===== config.mk =====
export PLATFORM = sky130hd
export DESIGN_NAME = hsv_to_rgb_converter
export DESIGN_NICKNAME = d
export VERILOG_FILES = /design/src/hdl/hsv2rgb_pkg.sv /design/src/hdl/hsv_to_rgb_converter.sv
export VERILOG_INCLUDE_DIRS = /design/src /design/src/hdl
export SDC_FILE = /design/constraint.sdc
export NUM_CORES = 1
export LEC_CHECK = 0
export BUFFER_PORTS_ARGS = -buffer_cell sky130_fd_sc_hd__buf_2
export CAP_MARGIN = 10
export CORE_MARGIN = 1.5
export CORE_UTILIZATION = 50
export DETAILED_ROUTE_END_ITERATION = 10
export GPL_ROUTABILITY_DRIVEN = 0
export PLACE_DENSITY = 0.69
export SETUP_SLACK_MARGIN = 0.3
export SYNTH_ARGS = -nofsm -noshare
export SYNTH_HDL_FRONTEND = slang
export SYNTH_SLANG_ARGS = --single-unit
export TNS_END_PERCENT = 10

===== constraint.sdc =====
create_clock -name clk -period 7.05 [get_ports clk]
set_input_delay 0.3525 -clock clk [delete_from_list [all_inputs] [get_ports clk]]
set_output_delay 0.3525 -clock clk [all_outputs]
set_load 0.05 [all_outputs]

===== src/hdl/hsv_to_rgb_converter_assert.svh =====
// Assertion macros for the pixel converter.
// Both sample on clk and are off while rst_n is low.
`ifndef HSV_TO_RGB_CONVERTER_ASSERT_SVH
`define HSV_TO_RGB_CONVERTER_ASSERT_SVH

// Same-cycle implication.
`define HSV_ASSERT_NOW(name, ante, cons) \
  name: assert property (@(posedge clk) disable iff (!rst_n) (ante) |-> (cons)) \
    else $error("hsv_to_rgb_converter: check failed");

// Next-cycle implication.
`define HSV_ASSERT_NEXT(name, ante, cons) \
  name: assert property (@(posedge clk) disable iff (!rst_n) (ante) |=> (cons)) \
    else $error("hsv_to_rgb_converter: check failed");

`endif


===== src/hdl/hsv2rgb_pkg.sv =====
`timescale 1ns / 1ps
`default_nettype none

package hsv2rgb_pkg;

  localparam int unsigned HueDeg     = 360;
  // Multiple of 360 that lifts any 16-bit signed hue to a positive value
  localparam int unsigned HueBias    = 33120;
  // floor(2^20 / 360); estimate is exact or one low
  localparam int unsigned RecipMul   = 2912;
  localparam int unsigned RecipShift = 20;
  localparam int unsigned SectorDeg  = 60;
  localparam logic [7:0]  MaxLevel   = 8'd255;

  typedef enum logic [2:0] {
    SECTOR_0 = 3'd0,
    SECTOR_1 = 3'd1,
    SECTOR_2 = 3'd2,
    SECTOR_3 = 3'd3,
    SECTOR_4 = 3'd4,
    SECTOR_5 = 3'd5
  } sector_t;

  // floor(x / 255), exact for x up to 255 * 255
  function automatic logic [7:0] div255(input logic [15:0] x);
    logic [16:0] sum;
    sum = {1'b0, x} + {9'd0, x[15:8]} + 17'd1;
    return sum[15:8];
  endfunction

  // Clamp a signed 16-bit level to 0..255
  function automatic logic [7:0] clamp_level(input logic signed [15:0] x);
    logic [7:0] res;
    if (x[15]) begin
      res = 8'd0;
    end else if (x[14:8] != 7'd0) begin
      res = MaxLevel;
    end else begin
      res = x[7:0];
    end
    return res;
  endfunction

endpackage

`default_nettype wire


===== src/hdl/hsv_to_rgb_converter.sv =====
// An accepted input beat reaches out_tvalid after passing every stage register.
// Throughput: one pixel per clock unless out_tready stalls the pipe; the seven-stage pipeline, one register per stage.
// Each stage advances when it is empty or the next stage moves; bubbles collapse.
// Reset (rst_n low, synchronous) clears all stage valid bits; data registers are not reset.
`timescale 1ns / 1ps
`default_nettype none

`include "hsv_to_rgb_converter_assert.svh"

module hsv_to_rgb_converter (
  input  wire logic        clk,
  input  wire logic        rst_n,
  input  wire logic        in_tvalid,
  output logic             in_tready,
  input  wire logic [47:0] in_tdata,   // [15:0] hue, [31:16] saturation, [47:32] brightness
  output logic             out_tvalid,
  input  wire logic        out_tready,
  output logic [23:0]      out_tdata   // [7:0] red, [15:8] green, [23:16] blue
);

  // ---------------- stage valids and enables ----------------
  logic v1_r, v2_r, v3_r, v4_r, v5_r, v6_r, out_tvalid_r;
  logic en1, en2, en3, en4, en5, en6, en7;

  assign en7 = !out_tvalid_r || out_tready;
  assign en6 = !v6_r || en7;
  assign en5 = !v5_r || en6;
  assign en4 = !v4_r || en5;
  assign en3 = !v3_r || en4;
  assign en2 = !v2_r || en3;
  assign en1 = !v1_r || en2;

  assign in_tready  = en1;
  assign out_tvalid = out_tvalid_r;

  always_ff @(posedge clk) begin
    if (!rst_n) begin
      v1_r         <= 1'b0;
      v2_r         <= 1'b0;
      v3_r         <= 1'b0;
      v4_r         <= 1'b0;
      v5_r         <= 1'b0;
      v6_r         <= 1'b0;
      out_tvalid_r <= 1'b0;
    end else begin
      if (en1) v1_r <= in_tvalid;
      if (en2) v2_r <= v1_r;
      if (en3) v3_r <= v2_r;
      if (en4) v4_r <= v3_r;
      if (en5) v5_r <= v4_r;
      if (en6) v6_r <= v5_r;
      if (en7) out_tvalid_r <= v6_r;
    end
  end

  // ---------------- stage 1: bias hue, quotient estimate, clamp ----------------
  logic [16:0] u_nxt, u_s1_r;
  logic [28:0] qprod;
  logic [7:0]  q_nxt, q_s1_r;
  logic [7:0]  sat_nxt, val_nxt, sat_s1_r, val_s1_r;

  always_comb begin
    u_nxt   = 17'(signed'({in_tdata[15], in_tdata[15:0]}) + 17'(hsv2rgb_pkg::HueBias));
    qprod   = 29'(u_nxt) * 29'(hsv2rgb_pkg::RecipMul);
    q_nxt   = qprod[hsv2rgb_pkg::RecipShift +: 8];
    sat_nxt = hsv2rgb_pkg::clamp_level(in_tdata[31:16]);
    val_nxt = hsv2rgb_pkg::clamp_level(in_tdata[47:32]);
  end

  // ---------------- stage 2: remainder with one correction ----------------
  logic [16:0] rem_raw;
  logic [8:0]  deg_nxt, deg_s2_r;
  logic [7:0]  sat_s2_r, val_s2_r;

  always_comb begin
    rem_raw = u_s1_r - 17'(q_s1_r) * 17'(hsv2rgb_pkg::HueDeg);
    if (rem_raw >= 17'(hsv2rgb_pkg::HueDeg)) begin
      deg_nxt = 9'(rem_raw - 17'(hsv2rgb_pkg::HueDeg));
    end else begin
      deg_nxt = rem_raw[8:0];
    end
  end

  // ---------------- stage 3: sector and scaled position ----------------
  hsv2rgb_pkg::sector_t sec_nxt, sec_s3_r, sec_s4_r, sec_s5_r, sec_s6_r;
  logic [8:0]  sec_base;
  logic [5:0]  off_deg;
  logic [9:0]  pos_x17;
  logic [7:0]  pos_nxt, pos_s3_r;
  logic [7:0]  sat_s3_r, val_s3_r;

  always_comb begin
    if (deg_s2_r >= 9'(5 * hsv2rgb_pkg::SectorDeg)) begin
      sec_nxt = hsv2rgb_pkg::SECTOR_5;
    end else if (deg_s2_r >= 9'(4 * hsv2rgb_pkg::SectorDeg)) begin
      sec_nxt = hsv2rgb_pkg::SECTOR_4;
    end else if (deg_s2_r >= 9'(3 * hsv2rgb_pkg::SectorDeg)) begin
      sec_nxt = hsv2rgb_pkg::SECTOR_3;
    end else if (deg_s2_r >= 9'(2 * hsv2rgb_pkg::SectorDeg)) begin
      sec_nxt = hsv2rgb_pkg::SECTOR_2;
    end else if (deg_s2_r >= 9'(hsv2rgb_pkg::SectorDeg)) begin
      sec_nxt = hsv2rgb_pkg::SECTOR_1;
    end else begin
      sec_nxt = hsv2rgb_pkg::SECTOR_0;
    end
    case (sec_nxt)
      hsv2rgb_pkg::SECTOR_0: sec_base = 9'd0;
      hsv2rgb_pkg::SECTOR_1: sec_base = 9'(hsv2rgb_pkg::SectorDeg);
      hsv2rgb_pkg::SECTOR_2: sec_base = 9'(2 * hsv2rgb_pkg::SectorDeg);
      hsv2rgb_pkg::SECTOR_3: sec_base = 9'(3 * hsv2rgb_pkg::SectorDeg);
      hsv2rgb_pkg::SECTOR_4: sec_base = 9'(4 * hsv2rgb_pkg::SectorDeg);
      default:               sec_base = 9'(5 * hsv2rgb_pkg::SectorDeg);
    endcase
    off_deg = 6'(deg_s2_r - sec_base);
    // off * 255 / 60 == floor(off * 17 / 4)
    pos_x17 = {4'd0, off_deg} * 10'd17;
    pos_nxt = pos_x17[9:2];
  end

  // ---------------- stage 4: first products ----------------
  logic [15:0] sp_nxt, sq_nxt, vs_nxt, sp_s4_r, sq_s4_r, vs_s4_r;
  logic [7:0]  sat_s4_r, val_s4_r;

  always_comb begin
    sp_nxt = 16'(sat_s3_r) * 16'(pos_s3_r);
    sq_nxt = 16'(sat_s3_r) * 16'(hsv2rgb_pkg::MaxLevel - pos_s3_r);
    vs_nxt = 16'(val_s3_r) * 16'(hsv2rgb_pkg::MaxLevel - sat_s3_r);
  end

  // ---------------- stage 5: helper factors ----------------
  logic [7:0] fallf_nxt, risef_nxt, low_nxt;
  logic [7:0] fallf_s5_r, risef_s5_r, low_s5_r, low_s6_r;
  logic [7:0] sat_s5_r, val_s5_r, sat_s6_r, val_s6_r;

  always_comb begin
    fallf_nxt = hsv2rgb_pkg::MaxLevel - hsv2rgb_pkg::div255(sp_s4_r);
    risef_nxt = hsv2rgb_pkg::MaxLevel - hsv2rgb_pkg::div255(sq_s4_r);
    low_nxt   = hsv2rgb_pkg::div255(vs_s4_r);
  end

  // ---------------- stage 6: second products ----------------
  logic [15:0] fp_nxt, rp_nxt, fp_s6_r, rp_s6_r;

  always_comb begin
    fp_nxt = 16'(val_s5_r) * 16'(fallf_s5_r);
    rp_nxt = 16'(val_s5_r) * 16'(risef_s5_r);
  end

  // ---------------- stage 7: divide, route channels ----------------
  logic [7:0]  fall_lv, rise_lv;
  logic [23:0] pix_nxt, out_tdata_r;

  always_comb begin
    fall_lv = hsv2rgb_pkg::div255(fp_s6_r);
    rise_lv = hsv2rgb_pkg::div255(rp_s6_r);
    if (sat_s6_r == 8'd0) begin
      pix_nxt = {val_s6_r, val_s6_r, val_s6_r};
    end else begin
      case (sec_s6_r)
        hsv2rgb_pkg::SECTOR_0: pix_nxt = {low_s6_r, rise_lv, val_s6_r};
        hsv2rgb_pkg::SECTOR_1: pix_nxt = {low_s6_r, val_s6_r, fall_lv};
        hsv2rgb_pkg::SECTOR_2: pix_nxt = {rise_lv, val_s6_r, low_s6_r};
        hsv2rgb_pkg::SECTOR_3: pix_nxt = {val_s6_r, fall_lv, low_s6_r};
        hsv2rgb_pkg::SECTOR_4: pix_nxt = {val_s6_r, low_s6_r, rise_lv};
        default:               pix_nxt = {fall_lv, low_s6_r, val_s6_r};
      endcase
    end
  end

  assign out_tdata = out_tdata_r;

  // ---------------- data registers ----------------
  always_ff @(posedge clk) begin
    if (en1) begin
      u_s1_r   <= u_nxt;
      q_s1_r   <= q_nxt;
      sat_s1_r <= sat_nxt;
      val_s1_r <= val_nxt;
    end
    if (en2) begin
      deg_s2_r <= deg_nxt;
      sat_s2_r <= sat_s1_r;
      val_s2_r <= val_s1_r;
    end
    if (en3) begin
      sec_s3_r <= sec_nxt;
      pos_s3_r <= pos_nxt;
      sat_s3_r <= sat_s2_r;
      val_s3_r <= val_s2_r;
    end
    if (en4) begin
      sp_s4_r  <= sp_nxt;
      sq_s4_r  <= sq_nxt;
      vs_s4_r  <= vs_nxt;
      sec_s4_r <= sec_s3_r;
      sat_s4_r <= sat_s3_r;
      val_s4_r <= val_s3_r;
    end
    if (en5) begin
      fallf_s5_r <= fallf_nxt;
      risef_s5_r <= risef_nxt;
      low_s5_r   <= low_nxt;
      sec_s5_r   <= sec_s4_r;
      sat_s5_r   <= sat_s4_r;
      val_s5_r   <= val_s4_r;
    end
    if (en6) begin
      fp_s6_r  <= fp_nxt;
      rp_s6_r  <= rp_nxt;
      low_s6_r <= low_s5_r;
      sec_s6_r <= sec_s5_r;
      sat_s6_r <= sat_s5_r;
      val_s6_r <= val_s5_r;
    end
    if (en7) begin
      out_tdata_r <= pix_nxt;
    end
  end

  // ---------------- assertions ----------------
  `HSV_ASSERT_NOW(a_deg_range, v2_r, deg_s2_r < 9'(hsv2rgb_pkg::HueDeg))
  `HSV_ASSERT_NOW(a_pos_range, v3_r, pos_s3_r <= 8'd250 && off_deg < 6'(hsv2rgb_pkg::SectorDeg))
  `HSV_ASSERT_NOW(a_low_le_val, v5_r, low_s5_r <= val_s5_r)
  `HSV_ASSERT_NEXT(a_gray_out, v6_r && en7 && sat_s6_r == 8'd0,
    out_tvalid && out_tdata[7:0] == out_tdata[15:8] && out_tdata[15:8] == out_tdata[23:16])
  `HSV_ASSERT_NEXT(a_accept_fills, in_tvalid && in_tready, v1_r)

endmodule

`default_nettype wire


After elaboration in Yosys (flattened, before gate mapping). Cells that the tools add are included.

Memories: 0. Output and inout bits: 26. Latch bits: 0. Logic and storage cells: 107. Input bits: 52. Register bits: 293. Memory bits (writable): 0. Bits in read-only memories: 0.

Eq/ne operators: 8. Reductions and logical operators: 19. Bitwise gates (word level): 0. Shift operators: 0. Div/mod/pow operators: 0. $mul: 8. Add/sub/neg operators: 18. Order comparisons: 6. Mux-type cells: 11.

Operators with widths (number): $pmux 24 s5 (1); $add 16x1->16 const B (5); $add 16x8->16 (5); $mul 8x8->16 (3); $mul 9x9->16 (2); $pmux 6 s5 (1); $mux 24 (1); $mul 17x7->23 const B (1); $ge 9x8->1 const B (2); $sub 8x8->9 const A (2); $add 17x16->17 const B (1); $ge 17x9->1 const B (1); $sub 17x17->17 (1); $mux 8 (2); $sub 8x8->8 const A (2); $mul 8x6->14 const B (1); $reduce_bool 7->1 (2); $eq 3x2->1 const B (4); $mul 6x5->10 const B (1); $ge 9x6->1 const B (1); $ge 9x7->1 const B (1); $ge 9x9->1 const B (1); $mux 9 (1); $sub 9x9->9 const B (1); 10 further kinds (27).

Longest topological paths before layout. Gate-level depths: netlist of the first run.

Depth after elaboration: 10. Gate-level depth with buffers: 24. Mapped depth without buffers: 24.

Worst setup path after synthesis of the first run. OpenSTA, ideal clock, no wires.

Path kind: register to register. Start point: register q_s1_r[1]. End point: register deg_s2_r[5] (data pin). Setup time: 265 ps. Cell stages (with the launch flop): 24. Period minus slack after synthesis: 5138 ps. Data arrival time: 4873 ps. Buffers on the path: 0. Setup slack: 1912 ps. Required time: 6785 ps. Cell sequence: edfxtp_1 -> ha_1 -> xor2_1 -> ha_1 -> inv_1 -> fa_1 -> inv_1 -> ha_1 -> nor2b_1 -> o21ai_0 -> a21oi_1 -> o21ai_0 -> nand2b_1 -> a21o_1 -> a21oi_1 -> xor2_1 -> ha_1 -> inv_1 -> nor3_1 -> a2111oi_0 -> nand3_1 -> a2111o_1 -> o31ai_1 -> xnor2_1.

Longest elaborated chain between the ends: 4. Elaborated cells on any way between the ends: 5. Those cells by class: 2 x add/sub; 1 x mul; 1 x order compare; 1 x mux.

RTL lines: start, declared (RTL line hsv_to_rgb_converter.sv:59) `logic [7:0] q_nxt, q_s1_r;`; start signal, assigned (RTL line hsv_to_rgb_converter.sv:176) `q_s1_r <= q_nxt;`; $mul 8x6->14 (*) (RTL line hsv_to_rgb_converter.sv:76) `rem_raw = u_s1_r - 17'(q_s1_r) * 17'(hsv2rgb_pkg::HueDeg);`; $sub 17x17->17 (*) (RTL line hsv_to_rgb_converter.sv:76); $ge 17x9->1 or $sub 9x9->9 (tied branches) (RTL line hsv_to_rgb_converter.sv:77, hsv_to_rgb_converter.sv:78); $mux 9 (*) (RTL line hsv_to_rgb_converter.sv:77) `if (rem_raw >= 17'(hsv2rgb_pkg::HueDeg)) begin`; named net deg_nxt[5] (RTL line hsv_to_rgb_converter.sv:72) `logic [8:0] deg_nxt, deg_s2_r;`; end signal, assigned (RTL line hsv_to_rgb_converter.sv:181) `deg_s2_r <= deg_nxt;`; end, declared (RTL line hsv_to_rgb_converter.sv:72).

Mark *: on every way through the listed nets, which the timed path passes. The rest lies on a longest branch. A chain may end at the register's enable or synchronous reset.

Worst setup path in the final report of the first run.
Start point: register q_s1_r[1]. End point: register deg_s2_r[7] (data pin).

Same word-level chain as after synthesis.

==> results of run 1 <==
-- cells by family after synthesis --
group | count (synthesis)
flops | 293
buf+inv | 452
fa+ha+maj | 551
xor+xnor | 136
compound gates | 327
mux | 14
simple gates | 623
-- area by class of cell --
class                   count  area (um2)
repair buffers             89       493.0
clock inverters            21       244.0
fillers                  4390       23040
well taps                 680       850.8
multi-input cells        1651       15400
diodes                      1       2.502
flip-flops and latches    293        8728
inverters                 400        1501
clock buffers              40       937.1
-- state kept, by name (all words and copies together) (netlist names), 9 cells and up --
register and count:
out_tdata 24, u_s1_r 17, fp_s6_r 16, rp_s6_r 16
sp_s4_r 16, sq_s4_r 16, vs_s4_r 16, deg_s2_r 9
-- worst max-delay path: stages, from the launching register on --
cell and delay (ns):
edfxtp_1 0.42, ha_1 0.37, xor2_1 0.18, ha_1 0.27, inv_1 0.05, fa_1 0.49
inv_1 0.04, ha_1 0.33, nor2b_1 0.14, o21ai_0 0.23, a21oi_1 0.12, o21ai_0 0.16
nand2b_1 0.10, a21o_1 0.18, a21oi_1 0.17, xor2_1 0.16, ha_1 0.29, inv_1 0.16
nor3_1 0.07, a2111oi_0 0.39, nand3_1 0.12, a2111o_1 0.44, o32ai_2 0.30, xnor2_1 0.10
-- Yosys cell counts (4+ instances only) --
master     count
and3_1         9
nand4_1        9
nor3b_1        4
nor2b_1      100
o211ai_1      14
a22oi_1        5
o21a_1        24
fa_1         233
o31ai_1        8
edfxtp_1     286
nand2b_1      66
a21oi_1      106
o21bai_1       4
a211oi_1       5
a21boi_0       7
a41oi_1        5
o2111ai_1      7
xor2_1        44
clkbuf_1      49
a2111oi_0      6
nand3_1       42
a21o_1        21
nor3_1        24
ha_1         318
dfxtp_1        7
nand2_1      160
nor4_1         5
a31oi_1        5
a32oi_1        4
or3_1         13
nor2_1        68
o41ai_1        4
xnor2_1       92
o221ai_1       6
o21ai_0       59
and2_1       111
inv_1        399
mux2i_1       12
a31o_2         5
a221oi_1       4
-- layer usage --
layer	part of all wire [%]	wire length, um	track usage [%]
met5	0.028	14	0
met3	5.0	2491	2.730
met2	49	24720	34.42
met1	43	21670	24.61
met4	2.8	1393	7.067
-- path summary, 6_finish.rpt --
check	startpoint	endpoint	slack [ns]	cells past startpoint
worst max-delay path	q_s1_r[1]$_DFFE_PP_	deg_s2_r[7]$_DFFE_PP_	1.51	23
worst min-delay path	in_tvalid	v1_r$_SDFFE_PN0P_	0.04	3
worst max register to register	q_s1_r[1]$_DFFE_PP_	deg_s2_r[7]$_DFFE_PP_	1.51	23
worst min register to register	low_s5_r[7]$_DFFE_PP_	low_s6_r[7]$_DFFE_PP_	0.42	0
-- metrics by stage --
| step | cell area (um2) | hold slack (ns) | instances | util (%) | setup slack, ns |
|---|---|---|---|---|---|
| 6_report | 28160 | 0.04218 | 3175 | 55.00 | 1.509 |
| 4_1_cts | 28130 | 0.01834 | 3172 | 54.94 | 1.522 |
| 3_3_place_gp | 26940 | 0.4015 | 3111 | 52.63 | 1.633 |
| 3_5_place_dp | 26940 | 0.4052 | 3111 | 52.63 | 1.535 |
| 5_1_grt | 28160 | 0.04026 | 3175 | 55.00 | 1.059 |
| 2_1_floorplan | 25850 | 0.4003 | 2396 | - | 1.912 |
==> results.sh, run 1 <==
export IMPL_finalCriticalPeriod_ns=5.541
export IMPL_initial_core_util_pct=50.49
export IMPL_mostFrequentLayoutCells="398 x inv_1, 318 x ha_1, 286 x edfxtp_1"
export IMPL_tightestPinTransition_ns=1.053
export IMPL_start_kind="flip-flop"
export IMPL_io_buffers=77
export IMPL_firstDrtPassIters=5
export IMPL_avgRoutedWirePerCell_um=15.84
export IMPL_vias=16980
export IMPL_routed_wirelength_mm=50.29
export IMPL_cts_tree="yes"
export IMPL_final_setup_tns_ns=0
export IMPL_syn_nets=2999
export IMPL_synth_top_family_by_area="adder cells"
export IMPL_clkSlewWorstSetupHoldPaths_ns=0.06
export IMPL_grt_pass1_vias=17650
export IMPL_synth_compound_area_share_pct=8.305
export IMPL_dpl_hpwl_mm=38.57
export IMPL_ctsHoldBuffers=0
export IMPL_status="completed"
export IMPL_synth_adder_area_share_pct=33.43
export IMPL_ys_flop_type="edfxtp_1"
export IMPL_worstPathRequired_ns=7.33
export IMPL_die_w_um=230.4
export IMPL_cts_max_level=2
export IMPL_drtIter0Drc=1090
export IMPL_core_area_mm2=0.05120
export IMPL_slew_headroom_pct=29.79
export IMPL_yosys_warnings=0
export IMPL_synth_largest_area_cell="edfxtp_1"
export IMPL_setup_viol=0
export IMPL_synth_edff_count=286
export IMPL_die_area_mm2=0.05308
export IMPL_vias_per_cell=5.349
export IMPL_cts_buffers=34
export IMPL_rows=83
export IMPL_max_freq_mhz=180.5
export IMPL_grt_max_degree=68
export IMPL_path_max_fanout=5
export IMPL_synth_mux_area_share_pct=0.5517
export IMPL_timing_final_max_slew_violations=0
export IMPL_post_cts_setup_buffer_count=0
export IMPL_fin_worst_skew_ns=0.02612
export IMPL_layout_drive_gt1_share_pct=6.375
export IMPL_rsz0062_at_grt="no"
export IMPL_crit_type="reg -> reg"
export IMPL_grt_pass1_wl_mm=84.87
export IMPL_syn_inst=2396
export IMPL_root_buffer="clkbuf_16"
export IMPL_nNetsFinal=3072
export IMPL_cts_max_path_buffers=3
export IMPL_holdCritPathClass="in -> reg"
export IMPL_avgSynthCellArea_um2=10.79
export IMPL_synth_simple_area_share_pct=12.67
export IMPL_cp_end_kind="flip-flop"
export IMPL_ant_nets=0
export IMPL_gr_usage_all_layers_pct=19.59
export IMPL_arrival_ns=5.82
export IMPL_yosys_register_bits=293
export IMPL_area_growth_pct=8.930
export IMPL_async_flop_share_pct=0
export IMPL_io_pins=78
export IMPL_post_route_period_util_pct=78.60
export IMPL_cts_resized=0
export IMPL_synthXorXnorAreaFrac_pct=4.607
export IMPL_synth_top_area_share_pct=33.22
export IMPL_synth_cell_types=70
export IMPL_cap_violations=0
export IMPL_mostFrequentLayoutCell="inv_1"
export IMPL_yosys_top_cells_area="edfxtp_1 33%, fa_1 18%, ha_1 15%"
export IMPL_clock_latency_ns=0.55
export IMPL_die_height_um=230.4
export IMPL_yosysSeqAreaShare_pct=33.76
export IMPL_antenna_found_initial=3
export IMPL_netlist_area_mm2=0.02585
export IMPL_hold_violations=0
export IMPL_overflow=0
export IMPL_cts_sinks=293
export IMPL_drc=0
Power of run 1 is not shown: default switching activity piles up to over one toggle a cycle in this logic, so the estimate is an artifact.
==> run 2: changes to the inputs <==
Settings changed: ABC_AREA set to 1.
Clock period 7.05 ns to 5.19 ns, I/O delays scaled along.
==> run 2 against run 1 <==
  * Setup slack got worse by 0.94 ns
  * Core utilization increased by 1.0 points
  * Synthesized area increased by 6.0%
  * Wire length increased by 13%
  * Clock skew increased by 0.0095 ns
==> results.sh, run 2 <==
export IMPL_io_buffers=77
export IMPL_grt_pass1_wl_mm=97.88
export IMPL_antenna_found_initial=0
export IMPL_slew_headroom_pct=26.34
export IMPL_grt_pass1_vias=20450
export IMPL_start_kind="flip-flop"
export IMPL_core_area_mm2=0.05403
export IMPL_rows=85
export IMPL_synth_cell_types=50
export IMPL_io_pins=78
export IMPL_timing_final_max_slew_violations=0
export IMPL_min_path_cells=3
export IMPL_gr_usage_all_layers_pct=21.34
export IMPL_yosysMostFrequentCell="nand2_1"
export IMPL_synth_largest_area_cell="edfxtp_1"
export IMPL_max_freq_mhz=216.5
export IMPL_crit_type="reg -> reg"
export IMPL_final_setup_tns_ns=0
export IMPL_grt_max_degree=61
export IMPL_area_growth_pct=10.47
export IMPL_rsz0062_at_grt="yes"
export IMPL_die_height_um=237.1
export IMPL_mostFrequentLayoutCell="nand2_1"
export IMPL_overflow=0
export IMPL_diodes=0
export IMPL_place_inst=3865
export IMPL_reg2regPathDepth=13
export IMPL_vias=20090
export IMPL_drc=0
export IMPL_drtIter0Drc=1222
export IMPL_async_flop_share_pct=0
export IMPL_yosysSeqAreaShare_pct=31.85
export IMPL_ys_flop_type="edfxtp_1"
export IMPL_tightestPinTransition_ns=1.104
export IMPL_vias_per_cell=5.082
export IMPL_root_buffer="clkbuf_16"
export IMPL_finalCriticalPeriod_ns=4.620
export IMPL_clock_latency_ns=0.57
export IMPL_syn_inst=3125
export IMPL_setup_viol=0
export IMPL_largest_reg_flops=24
export IMPL_syn_nets=3728
export IMPL_synth_top_area_share_pct=31.34
export IMPL_initial_core_util_pct=50.72
export IMPL_avgRoutedWirePerCell_um=14.40
export IMPL_clkSlewWorstSetupHoldPaths_ns=0.06
export IMPL_post_route_period_util_pct=89.01
export IMPL_nNetsFinal=3832
export IMPL_firstDrtPassIters=5
export IMPL_avgSynthCellArea_um2=8.768
export IMPL_cap_violations=0
export IMPL_cts_tree="yes"
export IMPL_stdcell_count=3954
export IMPL_hold_violations=0
export IMPL_routed_wirelength_mm=56.95
export IMPL_die_w_um=237.1
export IMPL_layout_drive_gt1_share_pct=6.783
export IMPL_worstPathRequired_ns=5.48
export IMPL_ant_nets=0
export IMPL_yosys_warnings=0
export IMPL_status="completed"
export IMPL_dpl_hpwl_mm=45.12
export IMPL_arrival_ns=4.91
export IMPL_holdCritPathClass="in -> reg"
export IMPL_cp_end_kind="flip-flop"
export IMPL_synth_common_cells="739 x nand2_1, 677 x inv_1, 318 x ha_1"
export IMPL_die_area_mm2=0.05622
export IMPL_path_max_fanout=14
export IMPL_fin_worst_skew_ns=0.03563
export IMPL_cts_sinks=293
export IMPL_yosys_top_cells_area="edfxtp_1 31%, fa_1 17%, ha_1 15%"
export IMPL_cts_buffers=37
export IMPL_mostFrequentLayoutCells="737 x nand2_1, 674 x inv_1, 312 x ha_1"
export IMPL_cts_max_path_buffers=3
export IMPL_yosys_register_bits=293
export IMPL_netlist_area_mm2=0.02740
export IMPL_cts_max_level=2
export IMPL_synth_edff_count=286
run 2: changes by cell type in the layout (fill, tap and decap cells not counted), moves of 32 or more:
cell and delta:
nand3_1 +97, and2_1 -109, xnor2_1 -62, nor2_1 +133
xor2_1 +32, nor2b_1 -100, nand2b_1 -66, nand2_1 +579
buf_4 +34, inv_1 +276
run 2: logic make-up after synthesis:
group | share of synthesized area (%)
AO/OA/AOI/OAI | 5.306
XOR/XNOR | 3.388
adder cells (fa/ha/maj) | 31.54
buffers and inverters | 10.26
flip-flops | 31.85
AND/OR/NAND/NOR | 17.65
run 2: final timing paths:
kind                    startpoint                   endpoint  slack (ns)
max          val_s5_r[4]$_DFFE_PP_      fp_s6_r[13]$_DFFE_PP_        0.57
min reg2reg  sat_s5_r[1]$_DFFE_PP_      sat_s6_r[1]$_DFFE_PP_        0.40
max reg2reg  val_s5_r[4]$_DFFE_PP_      fp_s6_r[13]$_DFFE_PP_        0.57
min                   in_tdata[22]  sat_s1_r[6]$_SDFFCE_PP0P_        0.04
run 2: layer usage:
| layer | up-vias | GRT usage [%] | routed length, um |
|---|---|---|---|
| met5 | - | 0 | 0 |
| met4 | 0 | 7.412 | 1834 |
| met3 | 107 | 2.810 | 2489 |
| met2 | 450 | 36.50 | 26900 |
| met1 | 9444 | 27.91 | 25730 |
| li1 | 10090 | - | - |
run 2: repair_timing:
action	in CTS	in global routing
gates cloned	0	0
setup buffers	0	14
hold buffers	7	0
endpoints found under the setup margin	6	11
pin swaps	0	1
resized for setup	1	20
hold endpoints to repair	10	0
run 2: through the flow:
step | utilization [%] | cell area (um2) | setup WS, ns | hold WS [ns]
2_1_floorplan | - | 27420 | 0.2221 | 0.3584
3_3_place_gp | 53.07 | 28670 | 0.1475 | 0.4001
3_5_place_dp | 53.07 | 28670 | 0.07231 | 0.4045
4_1_cts | 55.62 | 30050 | 0.3060 | 0.005344
5_1_grt | 56.03 | 30270 | 0.2366 | 0.02523
6_report | 56.03 | 30270 | 0.5703 | 0.03641
run 2: cell type report:
| cell class | instances | area (um2) |
|---|---|---|
| clock buffers | 44 | 952.2 |
| repair buffers | 130 | 825.8 |
| well taps | 696 | 870.8 |
| fillers | 4844 | 23760 |
| clock inverters | 24 | 354.1 |
| multi-input cells | 2087 | 15980 |
| flip-flops and latches | 293 | 8728 |
| inverters | 680 | 2562 |
run 2: worst max-delay path, cell delays in order, from the launching register on:
cell,delay (ns)
edfxtp_1,0.79
nand2_1,0.18
fa_1,0.56
inv_1,0.05
fa_1,0.46
fa_1,0.51
fa_1,0.49
ha_1,0.36
nand2_1,0.10
o21ai_0,0.18
nor2_1,0.08
o21ai_0,0.29
a31oi_1,0.15
xnor2_1,0.15
Power of run 2 is left out for the same reason.
